`src/hdl/scdr_pkg.sv`:
```
// ============================================================================
// scdr_pkg - shared types and constants for the SPH density rate core
// Register indexes, datapath command/status records, multiplier selects and
// the saturating 64-bit add used by the datapath.
// ============================================================================
package scdr_pkg;

  // configuration port
  localparam int CFG_IDX_W  = 3;
  localparam int CFG_DATA_W = 31;

  localparam logic [CFG_IDX_W-1:0] CFG_DIMENSION  = 3'd0;
  localparam logic [CFG_IDX_W-1:0] CFG_MASS       = 3'd1;
  localparam logic [CFG_IDX_W-1:0] CFG_DELTA_EN   = 3'd2;
  localparam logic [CFG_IDX_W-1:0] CFG_DELTA_COEF = 3'd3;
  localparam logic [CFG_IDX_W-1:0] CFG_SMOOTH     = 3'd4;
  localparam logic [CFG_IDX_W-1:0] CFG_SOUND      = 3'd5;

  localparam logic [1:0] DIM_3D = 2'd3;

  // stream widths
  localparam int IN_TDATA_W  = 320;
  localparam int OUT_TDATA_W = 32;
  localparam int OUT_TUSER_W = 2;

  localparam logic MODE_BEGIN = 1'b0;

  // shared multiplier operand selects
  localparam logic [2:0] MUL_NONE = 3'd0;
  localparam logic [2:0] MUL_LEN  = 3'd1;  // |d| * |d|
  localparam logic [2:0] MUL_CON  = 3'd2;  // |dv| * |g|
  localparam logic [2:0] MUL_DOT  = 3'd3;  // |d| * |g|
  localparam logic [2:0] MUL_RR   = 3'd4;  // distance ratio * density ratio
  localparam logic [2:0] MUL_HI   = 3'd5;  // upper half of wide operand
  localparam logic [2:0] MUL_LO   = 3'd6;  // lower half of wide operand

  // output chain steps
  localparam logic [2:0] OSTEP_CONT   = 3'd0;
  localparam logic [2:0] OSTEP_DCOEF  = 3'd1;
  localparam logic [2:0] OSTEP_SMOOTH = 3'd2;
  localparam logic [2:0] OSTEP_SOUND  = 3'd3;
  localparam logic [2:0] OSTEP_MASS   = 3'd4;

  // divider operand selects
  localparam logic DIV_RF = 1'b0;
  localparam logic DIV_RR = 1'b1;

  typedef struct packed {
    logic       load_own;
    logic       load_nb;
    logic [2:0] mul_sel;
    logic [1:0] comp;
    logic [2:0] ostep;
    logic       nb_check;
    logic       div_start;
    logic       div_sel;
    logic       out_fin;
  } scdr_cmd_t;

  typedef struct packed {
    logic len_zero;
    logic div_busy;
    logic div_done;
    logic out_free;
  } scdr_stat_t;

  typedef struct packed {
    logic        sat;
    logic [63:0] val;
  } sat64_t;

  function automatic sat64_t sat_add(input logic [63:0] a, input logic [63:0] b);
    logic [64:0] s;
    sat64_t      r;
    s     = {a[63], a} + {b[63], b};
    r.sat = s[64] ^ s[63];
    if (r.sat) begin
      r.val = s[64] ? 64'h8000_0000_0000_0000 : 64'h7FFF_FFFF_FFFF_FFFF;
    end else begin
      r.val = s[63:0];
    end
    return r;
  endfunction

endpackage

```
`src/hdl/scdr_ctrl.sv`:
```
// ============================================================================
// scdr_ctrl - sequencer of the SPH density rate core
// Walks one item through the multiplier passes, the two divisions and the
// output multiply chain, issuing datapath commands.
// ============================================================================
module scdr_ctrl (
  input  logic                  clk,
  input  logic                  rst_n,
  input  logic                  in_valid,
  input  logic                  in_mode,
  input  logic                  in_last,
  output logic                  in_ready,
  input  logic                  dims3,
  input  logic                  delta_en,
  input  scdr_pkg::scdr_stat_t  stat,
  output scdr_pkg::scdr_cmd_t   cmd
);
  import scdr_pkg::*;

  localparam logic [3:0] S_IDLE     = 4'd0;
  localparam logic [3:0] S_NB_MUL   = 4'd1;
  localparam logic [3:0] S_NB_FLUSH = 4'd2;
  localparam logic [3:0] S_NB_CHECK = 4'd3;
  localparam logic [3:0] S_DIV1     = 4'd4;
  localparam logic [3:0] S_DIV1_W   = 4'd5;
  localparam logic [3:0] S_DIV2     = 4'd6;
  localparam logic [3:0] S_DIV2_W   = 4'd7;
  localparam logic [3:0] S_RR_MUL   = 4'd8;
  localparam logic [3:0] S_RR_WB    = 4'd9;
  localparam logic [3:0] S_OUT_HI   = 4'd10;
  localparam logic [3:0] S_OUT_LO   = 4'd11;
  localparam logic [3:0] S_OUT_WB   = 4'd12;
  localparam logic [3:0] S_OUT_FIN  = 4'd13;

  logic [3:0] state_r, state_nxt;
  logic [1:0] comp_r, comp_nxt;
  logic [2:0] kind_r, kind_nxt, ostep_r, ostep_nxt;
  logic       last_r, last_nxt;
  logic       accept;
  logic [1:0] last_comp;
  logic [2:0] last_ostep;
  logic [3:0] done_state;

  assign in_ready   = (state_r == S_IDLE);
  assign accept     = in_valid & in_ready;
  assign last_comp  = dims3 ? 2'd2 : 2'd1;
  assign last_ostep = delta_en ? OSTEP_MASS : OSTEP_CONT;
  assign done_state = last_r ? S_OUT_HI : S_IDLE;

  always_comb begin
    state_nxt = state_r;
    comp_nxt  = comp_r;
    kind_nxt  = kind_r;
    ostep_nxt = ostep_r;
    last_nxt  = last_r;
    cmd       = '0;
    cmd.comp  = comp_r;
    cmd.ostep = ostep_r;
    unique case (state_r)
      S_IDLE: begin
        comp_nxt  = '0;
        kind_nxt  = MUL_LEN;
        ostep_nxt = OSTEP_CONT;
        if (accept) begin
          last_nxt = in_last;
          if (in_mode == MODE_BEGIN) begin
            cmd.load_own = 1'b1;
            state_nxt    = in_last ? S_OUT_HI : S_IDLE;
          end else begin
            cmd.load_nb = 1'b1;
            state_nxt   = S_NB_MUL;
          end
        end
      end
      S_NB_MUL: begin
        cmd.mul_sel = kind_r;
        if (kind_r == MUL_DOT) begin
          kind_nxt = MUL_LEN;
          comp_nxt = comp_r + 1'b1;
          if (comp_r == last_comp) begin
            state_nxt = S_NB_FLUSH;
          end
        end else begin
          kind_nxt = kind_r + 1'b1;
        end
      end
      S_NB_FLUSH: state_nxt = S_NB_CHECK;
      S_NB_CHECK: begin
        cmd.nb_check = 1'b1;
        if (stat.len_zero || !delta_en) begin
          state_nxt = done_state;
        end else begin
          state_nxt = S_DIV1;
        end
      end
      S_DIV1: begin
        cmd.div_start = 1'b1;
        cmd.div_sel   = DIV_RF;
        state_nxt     = S_DIV1_W;
      end
      S_DIV1_W: if (stat.div_done) state_nxt = S_DIV2;
      S_DIV2: begin
        cmd.div_start = 1'b1;
        cmd.div_sel   = DIV_RR;
        state_nxt     = S_DIV2_W;
      end
      S_DIV2_W: if (stat.div_done) state_nxt = S_RR_MUL;
      S_RR_MUL: begin
        cmd.mul_sel = MUL_RR;
        state_nxt   = S_RR_WB;
      end
      S_RR_WB: state_nxt = done_state;
      S_OUT_HI: begin
        cmd.mul_sel = MUL_HI;
        state_nxt   = S_OUT_LO;
      end
      S_OUT_LO: begin
        cmd.mul_sel = MUL_LO;
        state_nxt   = S_OUT_WB;
      end
      S_OUT_WB: begin
        if (ostep_r == last_ostep) begin
          state_nxt = S_OUT_FIN;
        end else begin
          ostep_nxt = ostep_r + 1'b1;
          state_nxt = S_OUT_HI;
        end
      end
      S_OUT_FIN: begin
        if (stat.out_free) begin
          cmd.out_fin = 1'b1;
          state_nxt   = S_IDLE;
        end
      end
      default: state_nxt = S_IDLE;
    endcase
  end

  always_ff @(posedge clk) begin
    if (!rst_n) begin
      state_r <= S_IDLE;
      comp_r  <= '0;
      kind_r  <= MUL_LEN;
      ostep_r <= OSTEP_CONT;
      last_r  <= 1'b0;
    end else begin
      state_r <= state_nxt;
      comp_r  <= comp_nxt;
      kind_r  <= kind_nxt;
      ostep_r <= ostep_nxt;
      last_r  <= last_nxt;
    end
  end

`ifndef SYNTH
  a_div_idle: assert property (@(posedge clk) disable iff (!rst_n)
    cmd.div_start |-> !stat.div_busy)
    else $error("divider started while busy");

  a_out_free: assert property (@(posedge clk) disable iff (!rst_n)
    cmd.out_fin |-> stat.out_free)
    else $error("result written over an untaken beat");

  a_nb_start: assert property (@(posedge clk) disable iff (!rst_n)
    (accept && in_mode != MODE_BEGIN) |=> (state_r == S_NB_MUL))
    else $error("neighbour beat did not start the multiply passes");
`endif

endmodule

```
`config.mk`:
```
export PLATFORM = sky130hd
export DESIGN_NAME = scdr_ctrl
export DESIGN_NICKNAME = d
export VERILOG_FILES = /design/src/hdl/scdr_pkg.sv /design/src/hdl/scdr_ctrl.sv
export SDC_FILE = /design/constraint.sdc
export NUM_CORES = 1
export LEC_CHECK = 0
export BUFFER_PORTS_ARGS = -buffer_cell sky130_fd_sc_hd__buf_2
export CAP_MARGIN = 20
export CORE_MARGIN = 2
export CORE_UTILIZATION = 45
export DETAILED_ROUTE_END_ITERATION = 16
export PLACE_DENSITY_LB_ADDON = 0.08
export SLEW_MARGIN = 15
export SYNTH_ARGS = -nofsm -noshare
export SYNTH_HDL_FRONTEND = slang
export SYNTH_SLANG_ARGS = --single-unit
```
`constraint.sdc`:
```
create_clock -name clk -period 2 [get_ports clk]
set_input_delay 0.1 -clock clk [delete_from_list [all_inputs] [get_ports clk]]
set_output_delay 0.1 -clock clk [all_outputs]
set_load 0.01 [all_outputs]
```
==> run_results.csv, run 1 <==
group,metric,value,unit
hold_path,whs_endpoint,"kind_r[0]$_SDFFE_PN1P_",
final_layout,fillers,211,
synthesis,synth_top_area_share,26.6,%
power_and_ir_drop,p_seq_share,34.2,%
critical_path,start_kind,"register",
power_and_ir_drop,pwr-share-clk,16.6,%
critical_path,r2r_slack,270,ps
drt,drc_errors,0,
power_and_ir_drop,p_int,0.606,mW
synthesis,synth_mux_area_share,1.02,%
critical_path,worst_setup_path_end_kind,"output pin",
synthesis,yosys.area_share.simple,35.9,%
timing,min_period,1820,ps
placed_design,routabilityCongestion,0.837,
drt,routedWlPerCell,13.1,µm
synthesis,ys.flop_type,"dfxtp_1",
floorplanning,die_y,50.6,µm
timing,rsz0062_at_grt,"false",
timing,maxSlewHeadroom,65.7,%
floorplanning,row_count,16,
cts,cts_hold_buf,0,
cts,cts_tree,"done",
drt,drtIter0Drc,23,
floorplanning,core,2000,µm²
power_and_ir_drop,peakVddDrop,0.000565,V
critical_path,critPathRequiredTime,1900,ps
final_layout,final_common_cell,"buf_2",
synthesis,ys_seq_area_share,26.6,%
timing,tns,0,ps
synthesis,synth_compound_area_share,22.0,%
hold_path,hp-start,"rst_n",
global_routing,grt_pass1_vias,984,
cts,path_clk_slew,90,ps
global_routing,grt_pass1_wl,4230,µm
power_and_ir_drop,p_per_area,930,nW/µm²
final_layout,nets,171,
hold_path,holdPathStages,2,
final_layout,multiInputGateArea,649,µm²
synthesis,synth_fa_ha_area_share,3.84,%
critical_path,crit_arrival,1720,ps
run_status,status,"finished clean",
final_layout,syn_to_final_growth,17.8,%
timing,slew_violations,0,
final_layout,final_cell_mix,"24 x buf_2, 14 x nor2_1, 11 x nand2_1, 11 x dfxtp_1, 10 x a21oi_1",
power_and_ir_drop,power_frac_comb,49.2,%
drt,first_pass_iters,4,
synthesis,synth_area_leaders,"dfxtp_1 27%, nor2_1 5.4%, a21oi_1 5.1%",
drt,via_count,1037,
timing,min_period_over_period,90.8,%
cts,cts.sinks,13,
synthesis,synth_warnings,0,
cts,cts_buffer_depth,2,
global_routing,grt_max_degree,20,
timing,final-hold-violation-count,0,
critical_path,worstSetupStartpoint,"state_r[3]$_SDFFE_PN0P_",
cts,clk_latency,290,ps
global_routing,grt_overflow,0,
synthesis,synth_cells,131,
synthesis,yosys.area.top_type,"dfxtp_1",
cts,clock-root-buffer,"clkbuf_4",
drt,postRouteWirelength,2400,µm
synthesis,synth_xor_area_share,3.58,%
flow_run,maxCapViolations,0,
critical_path,critPathKind,"reg -> out",
power_and_ir_drop,swShare,43.4,%
floorplanning,start_util,48.9,%
timing,worstMarginPinSlew,510,ps
hold_path,hp-class,"in -> reg",
synthesis,async_flop_share,0,%
synthesis,yosysUniqueCellTypes,43,
floorplanning,dieArea,2560,µm²
power_and_ir_drop,p_leak,0.507,nW
synthesis,synth_area,978,µm²
critical_path,regToRegStartpoint,"state_r[0]$_SDFFE_PN0P_",
placed_design,dp_cells,179,
floorplanning,die_width,50.6,µm
timing,max_clock_freq,551,MHz
power_and_ir_drop,p_sw,0.465,mW
floorplanning,ios,26,
timing,clock_skew,3.40,ps
final_layout,drive_above_1_share,23.7,%
cts,cts_buffers,3,
timing,finalSetupViolCount,0,
final_layout,seqCellArea,263,µm²
drt,via_per_inst,5.67,
critical_path,r2r_cells,6,
placed_design,port_buffers,24,
placed_design,dp_hpwl,1810,µm
global_routing,grtUsageTotal,21.5,%
final_layout,antennaDiodeCount,0,
synthesis,synth_top_family_by_area,"simple AND/OR/NAND/NOR gates",
synthesis,syn_area_per_cell,7.47,µm²
final_layout,stdcell_count,183,
synthesis,synth_nets,145,
drt,drtAntennaViolNets,0,
synthesis,synth-seq-cells,13,
critical_path,crit_path_max_fanout,15,
global_routing,antenna_found_initial,0,
synthesis,synth_edf_count,0,
critical_path,worstReg2RegEnd,"state_r[2]$_SDFFE_PN0P_",
cts,h-tree-depth,1,
-- metrics by stage --
stage	power (mW)	setup WS [ps]	instance area, µm²	utilization, %	hold slack, ps
final	1.07	185	1150	57.6	20.0
after global routing	1.16	83.5	1150	57.6	22.6
after global placement	0.880	231	1120	56.1	318
after detailed placement	0.891	161	1120	56.1	320
after floorplan	0.760	428	978	-	162
after CTS	1.07	95.4	1150	57.4	22.4
-- cells by family after synthesis --
logic type,Yosys count
AOI/OAI and AO/OA,32
xor gates and xnor gates,4
adders and majority gates,3
buffers and inverters,15
DFF,13
muxes,1
and+or+nand+nor,63
-- per-layer routing --
layer / vias up / wire length [µm] / global-route usage, %
li1: 530 / - / -
met1: 477 / 1160 / 27.5
met2: 24 / 1070 / 35.1
met3: 6 / 121 / 4.46
met4: 0 / 43 / 9.01
met5: - / 0 / 0
-- flip-flops by register name (all words and copies together), names as in the netlist --
name     cells
comp_r       2
kind_r       3
last_r       1
ostep_r      3
state_r      4
-- worst max-delay path, cell delays in order (launching register included) --
cell	delay, ps
dfxtp_2	410
or4_4	560
inv_1	150
nand2_1	90
nor2_1	80
buf_2	130
-- power by group through the flow --
stage               combinational, mW  clock, mW  sequential (mW)
floorplan                       0.447          0            0.313
global placement                0.514          0            0.365
detailed placement              0.525          0            0.366
CTS                             0.528      0.179            0.360
global route                    0.595      0.191            0.376
finish                          0.527      0.178            0.366
-- cells in the mapped netlist (2+ instances only) --
library cell   n
nor2_1        14
dfxtp_1       13
nand2_1       11
a21oi_1       10
inv_1          7
nand3_1        6
nor3_1         6
nand2b_1       5
buf_2          4
a211oi_1       3
a31oi_1        3
and3_1         3
ha_1           3
nand3b_1       3
nor3b_1        3
o21ai_0        3
a311oi_1       2
buf_4          2
nor2b_1        2
o211ai_1       2
or3_1          2
xnor2_1        2
xor2_1         2
-- area by class of cell --
cell class	count	share of cell area (%)
well taps	27	2.93
inverters	8	2.61
multi-input cells	103	56.4
clock buffers	4	2.28
repair buffers	28	13.0
flip-flops and latches	13	22.8
-- how the worst max path moves through the flow --
stage	end	slack (ps)	depth (start not counted)
global placement	state_r[3]$_SDFFE_PN0P_	230	4
floorplan	comp_r[1]$_SDFFE_PN0P_	430	4
finish	cmd[13]	180	5
CTS	cmd[13]	100	5
global route	cmd[13]	80	5
detailed placement	state_r[1]$_SDFFE_PN0P_	160	4
-- what timing repair did --
| item | in CTS | in global routing |
|---|---|---|
| setup buffers | 0 | 0 |
| gates resized for setup | 0 | 2 |
| endpoints found under the setup margin | 0 | 3 |
Power figures use the tool's default switching activity.
==> run 2: changes to the inputs <==
--- a/config.mk
+++ b/config.mk
@@ -7,8 +7,10 @@
 export LEC_CHECK = 0
 export BUFFER_PORTS_ARGS = -buffer_cell sky130_fd_sc_hd__buf_2
 export CAP_MARGIN = 20
+export CELL_PAD_IN_SITES_DETAIL_PLACEMENT = 0
+export CELL_PAD_IN_SITES_GLOBAL_PLACEMENT = 1
 export CORE_MARGIN = 2
-export CORE_UTILIZATION = 45
+export CORE_UTILIZATION = 36
 export DETAILED_ROUTE_END_ITERATION = 16
 export PLACE_DENSITY_LB_ADDON = 0.08
 export SLEW_MARGIN = 15
==> run_results.csv, run 2 (synthesis results as in run 1) <==
group,metric,value,unit
floorplanning,die_width,56.1,µm
timing,worstMarginPinSlew,394,ps
final_layout,drive_above_1_share,23.9,%
floorplanning,start_util,38.8,%
drt,drc_errors,0,
floorplanning,die_y,56.1,µm
critical_path,crit_slowest_cell,"or4_4",
placed_design,routabilityCongestion,0.834,
cts,cts_buffer_depth,2,
global_routing,antenna_found_initial,0,
power_and_ir_drop,power_frac_comb,51.3,%
timing,maxSlewHeadroom,73.7,%
final_layout,antennaDiodeCount,0,
drt,first_pass_iters,4,
hold_path,hp-class,"in -> reg",
drt,postRouteWirelength,2570,µm
power_and_ir_drop,p_per_area,923,nW/µm²
timing,tns,0,ps
final_layout,fillers,280,
cts,cts_tree,"done",
timing,finalSetupViolCount,0,
drt,drtIter0Drc,17,
cts,h-tree-depth,1,
drt,routedWlPerCell,13.6,µm
timing,min_period,1870,ps
timing,clock_skew,2.36,ps
critical_path,worst_setup_path_end_kind,"output pin",
global_routing,grt_pass1_wl,4410,µm
final_layout,top_regs,"state_r (4), kind_r (3), ostep_r (3)",
critical_path,crit_arrival,1770,ps
power_and_ir_drop,swShare,43.4,%
drt,via_count,1051,
power_and_ir_drop,p_leak,0.522,nW
critical_path,r2r_slack,200,ps
final_layout,final_common_cell,"buf_2",
timing,slew_violations,0,
final_layout,syn_to_final_growth,20.2,%
floorplanning,row_count,18,
critical_path,critPathKind,"reg -> out",
flow_run,maxCapViolations,0,
drt,drtAntennaViolNets,0,
critical_path,crit_path_max_fanout,11,
floorplanning,ios,26,
global_routing,grt_max_degree,13,
global_routing,grt_pass1_vias,996,
placed_design,port_buffers,24,
power_and_ir_drop,p_sw,0.471,mW
power_and_ir_drop,p_int,0.615,mW
critical_path,start_kind,"register",
placed_design,dp_hpwl,1980,µm
cts,path_clk_slew,80,ps
cts,cts_hold_buf,0,
cts,cts_buffers,3,
run_status,status,"finished clean",
critical_path,critPathRequiredTime,1900,ps
power_and_ir_drop,finalPower,1.09,mW
final_layout,stdcell_count,189,
timing,max_clock_freq,536,MHz
timing,final-hold-violation-count,0,
cts,clock-root-buffer,"clkbuf_4",
critical_path,path_buf_inv,2,
drt,via_per_inst,5.56,
power_and_ir_drop,pwr-share-clk,15.8,%
cts,cts.sinks,13,
global_routing,grtUsageTotal,17.3,%
global_routing,grt_overflow,0,
floorplanning,dieArea,3150,µm²
cts,post_cts_resized,0,
final_layout,top_register,"state_r",
critical_path,cp_cell_sequence,"or4_4 -> inv_1 -> nand2_1 -> nor2_1 -> buf_2",
final_layout,final_cell_mix,"24 x buf_2, 14 x nor2_1, 13 x dfxtp_1",
floorplanning,core,2520,µm²
cts,cts_setup_buffers,0,
power_and_ir_drop,peakVddDrop,0.000501,V
timing,min_period_over_period,93.3,%
critical_path,max_stage_delay,600,ps
cts,clk_latency,280,ps
power_and_ir_drop,p_seq_share,33.0,%
final_layout,largest_reg_flops,4,
final_layout,nets,174,
critical_path,crit_family,"simple AND/OR/NAND/NOR gates",
timing,rsz0062_at_grt,"false",
placed_design,dp_cells,185,
run 2: cell type report:
class | instances | area (µm²) | share of cell area (%)
Clock buffer | 4 | 26.3 | 2.23
Tap cell | 30 | 37.5 | 3.19
Multi-Input combinational cell | 103 | 649 | 55.2
Inverter | 8 | 30.0 | 2.55
Sequential cell | 13 | 260 | 22.1
Timing Repair Buffer | 31 | 173 | 14.7
run 2: stage by stage:
stage | hold slack, ps | setup slack (ps) | instance area, µm² | util (%)
global placement | 320 | 243 | 1150 | 45.6
floorplan | 162 | 428 | 978 | -
finish | 29.8 | 134 | 1180 | 46.6
detailed placement | 320 | 252 | 1150 | 45.6
global route | 45.8 | 56.6 | 1180 | 46.6
CTS | 26.0 | 149 | 1180 | 46.6
run 2: routing by layer:
layer  share of wire [%]  wire (µm)  vias to the layer above  global-route usage, %
li1                    -          -                      536                      -
met1                  50       1280                      484                   23.7
met2                  45       1150                       26                   26.7
met3                 4.2        107                        5                   3.02
met4                 1.2         31                        0                   7.14
met5                   0          0                        -                      0
run 2: final timing paths:
path                                 end  cells past startpoint               startpoint
setup / recovery                 cmd[13]                      5  state_r[2]$_SDFFE_PN0P_
hold / removal    kind_r[0]$_SDFFE_PN1P_                      2                    rst_n
setup reg to reg  comp_r[1]$_SDFFE_PN0P_                      3  state_r[0]$_SDFFE_PN0P_
hold reg to reg   kind_r[1]$_SDFFE_PN0P_                      2   kind_r[1]$_SDFFE_PN0P_
run 2: power by group through the flow:
stage	clock, mW	combinational (mW)	sequential [mW]
4_1_cts	0.175	0.552	0.357
2_1_floorplan	0	0.447	0.313
3_3_place_gp	0	0.544	0.362
3_5_place_dp	0	0.550	0.362
6_report	0.171	0.557	0.358
5_1_grt	0.190	0.623	0.364
==> run 3: changes to the inputs <==
--- a/config.mk
+++ b/config.mk
@@ -5,12 +5,13 @@
 export SDC_FILE = /design/constraint.sdc
 export NUM_CORES = 1
 export LEC_CHECK = 0
+export ABC_AREA = 1
 export BUFFER_PORTS_ARGS = -buffer_cell sky130_fd_sc_hd__buf_2
 export CAP_MARGIN = 20
 export CELL_PAD_IN_SITES_DETAIL_PLACEMENT = 0
 export CELL_PAD_IN_SITES_GLOBAL_PLACEMENT = 1
 export CORE_MARGIN = 2
-export CORE_UTILIZATION = 36
+export CORE_UTILIZATION = 34
 export DETAILED_ROUTE_END_ITERATION = 16
 export PLACE_DENSITY_LB_ADDON = 0.08
 export SLEW_MARGIN = 15
==> constraint.sdc (replaced) <==
create_clock -name clk -period 2 [get_ports clk]
set_input_delay 0.3 -clock clk [delete_from_list [all_inputs] [get_ports clk]]
set_output_delay 0.3 -clock clk [all_outputs]
set_load 0.01 [all_outputs]
==> run_results.csv, run 3 <==
group,metric,value,unit
critical_path,cp_cell_sequence,"nand2_2 -> nor2_4 -> nand2_1 -> o21ai_0 -> buf_2",
placed_design,dp_hpwl,2120,µm
final_layout,seqCellArea,260,µm²
final_layout,nets,214,
final_layout,fillers,316,
synthesis,ys_seq_area_share,26.9,%
timing,finalSetupViolCount,0,
cts,path_clk_slew,90,ps
global_routing,antenna_found_initial,0,
synthesis,ys.flop_type,"dfxtp_1",
critical_path,r2r_cells,8,
timing,min_period_over_period,88.1,%
cts,cts.sinks,13,
timing,max_clock_freq,568,MHz
final_layout,syn_to_final_growth,19.9,%
cts,cts_buffer_depth,2,
global_routing,grt_overflow,0,
synthesis,synth_cells,170,
placed_design,port_buffers,24,
critical_path,crit_arrival,1460,ps
drt,drc_errors,0,
cts,cts_hold_buf,0,
global_routing,grtUsageTotal,17.2,%
floorplanning,dieArea,3280,µm²
global_routing,grt_pass1_vias,988,
drt,via_count,1096,
critical_path,worstReg2RegEnd,"ostep_r[1]$_SDFFE_PN0P_",
final_layout,final_common_cell,"nand2_1",
synthesis,synth_nets,184,
critical_path,crit_path_max_fanout,7,
cts,post_cts_resized,0,
critical_path,crit_slowest_cell,"dfxtp_1",
critical_path,start_kind,"register",
floorplanning,core,2730,µm²
drt,drtIter0Drc,44,
critical_path,crit_path_end,"cmd[9]",
floorplanning,start_util,35.3,%
synthesis,synth_area_leaders,"dfxtp_1 27%, nand2_1 20%, inv_1 10%",
drt,via_per_inst,4.77,
floorplanning,die_y,57.3,µm
critical_path,worstSetupStartpoint,"state_r[0]$_SDFFE_PN0P_",
drt,first_pass_iters,4,
cts,h-tree-depth,1,
critical_path,critPathKind,"reg -> out",
power_and_ir_drop,peakVddDrop,0.000567,V
cts,clk_latency,280,ps
placed_design,routabilityCongestion,0.870,
power_and_ir_drop,p_per_area,1180,nW/µm²
timing,min_period,1760,ps
synthesis,synth_edf_count,0,
drt,routedWlPerCell,11.2,µm
synthesis,ys_top_cells_by_count,"51 x nand2_1, 27 x inv_1, 25 x nor2_1",
cts,clock-root-buffer,"clkbuf_4",
power_and_ir_drop,finalPower,1.37,mW
hold_path,hp-class,"in -> reg",
final_layout,top_register,"state_r",
timing,clock_skew,3.57,ps
synthesis,synth_warnings,0,
final_layout,final_cell_mix,"51 x nand2_1, 27 x inv_1, 25 x nor2_1",
global_routing,grt_max_degree,8,
run_status,status,"finished clean",
critical_path,worst_setup_path_end_kind,"output pin",
floorplanning,ios,26,
synthesis,synth_area,966,µm²
timing,slew_violations,0,
synthesis,async_flop_share,0,%
cts,cts_setup_buffers,0,
synthesis,yosys.area.top_type,"dfxtp_1",
timing,tns,0,ps
global_routing,grt_pass1_wl,4320,µm
cts,cts_buffers,3,
synthesis,syn_area_per_cell,5.68,µm²
power_and_ir_drop,p_leak,0.639,nW
critical_path,critPathRequiredTime,1700,ps
final_layout,largest_reg_flops,4,
cts,cts_tree,"done",
timing,final-hold-violation-count,0,
timing,maxSlewHeadroom,79.7,%
synthesis,yosysUniqueCellTypes,19,
final_layout,drive_above_1_share,17.6,%
synthesis,synth_top_area_share,26.9,%
floorplanning,die_width,57.3,µm
final_layout,multiInputGateArea,601,µm²
critical_path,r2r_slack,510,ps
floorplanning,row_count,19,
critical_path,max_stage_delay,470,ps
final_layout,top_regs,"state_r (4), kind_r (3), ostep_r (3)",
drt,postRouteWirelength,2570,µm
drt,drtAntennaViolNets,0,
flow_run,maxCapViolations,0,
synthesis,synth-seq-cells,13,
final_layout,antennaDiodeCount,0,
timing,rsz0062_at_grt,"false",
timing,worstMarginPinSlew,303,ps
synthesis,yosysMostFrequentCell,"nand2_1",
critical_path,regToRegStartpoint,"ostep_r[0]$_SDFFE_PN0P_",
[run 3: where the power goes]
part	internal [mW]	switching, mW
sequential	0.320	0.0754
combinational	0.279	0.522
clock	0.0773	0.0950
[run 3: worst min path at each step]
stage	startpoint	end	slack, ps	cells past startpoint
2_1_floorplan	rst_n	kind_r[0]$_SDFFE_PN1P_	380	1
3_3_place_gp	kind_r[2]$_SDFFE_PN0P_	kind_r[2]$_SDFFE_PN0P_	440	2
3_5_place_dp	kind_r[2]$_SDFFE_PN0P_	kind_r[2]$_SDFFE_PN0P_	450	2
4_1_cts	rst_n	kind_r[0]$_SDFFE_PN1P_	270	2
5_1_grt	rst_n	kind_r[0]$_SDFFE_PN1P_	280	2
6_report	rst_n	kind_r[0]$_SDFFE_PN1P_	280	2
[run 3: logic make-up after synthesis]
group	Yosys count	share of synthesized area (%)
DFF	13	26.9
adders and majority gates	3	3.89
AOI/OAI and AO/OA	21	11.1
buffers and inverters	28	10.9
xor gates and xnor gates	2	1.81
and+or+nand+nor	103	45.3
[run 3: worst max-delay path: cells and delay by family (launching register included)]
| kind | cells | cell delay, ps |
|---|---|---|
| flops | 1 | 470 |
| simple gates | 3 | 480 |
| buf+inv | 1 | 140 |
| compound gates | 1 | 80 |
[run 3: area by class of cell]
class / instances / share of cell area [%]
Multi-Input combinational cell: 129 / 51.8
Tap cell: 31 / 3.35
Inverter: 28 / 9.07
Clock buffer: 4 / 2.27
Sequential cell: 13 / 22.5
Timing Repair Buffer: 25 / 11.0
[run 3: routing by layer]
metal	part of all wire [%]	vias to the layer above	track usage (%)	routed length (µm)
met5	0	-	0	0
met4	0.66	0	5.98	17
met3	2.7	2	2.72	70
met2	46	13	28.4	1180
met1	51	492	22.8	1300
li1	-	589	-	-
[run 3: metrics by stage]
step           hold WS (ps)  util (%)  instances  worst slack (ps)  instance area [µm²]
6_report                283      42.4        230               239                 1160
2_1_floorplan           384         -        170               644                  966
4_1_cts                 272      42.4        230               245                 1160
3_3_place_gp            437      41.4        226               582                 1130
5_1_grt                 282      42.4        230              77.5                 1160
3_5_place_dp            446      41.4        226               519                 1130
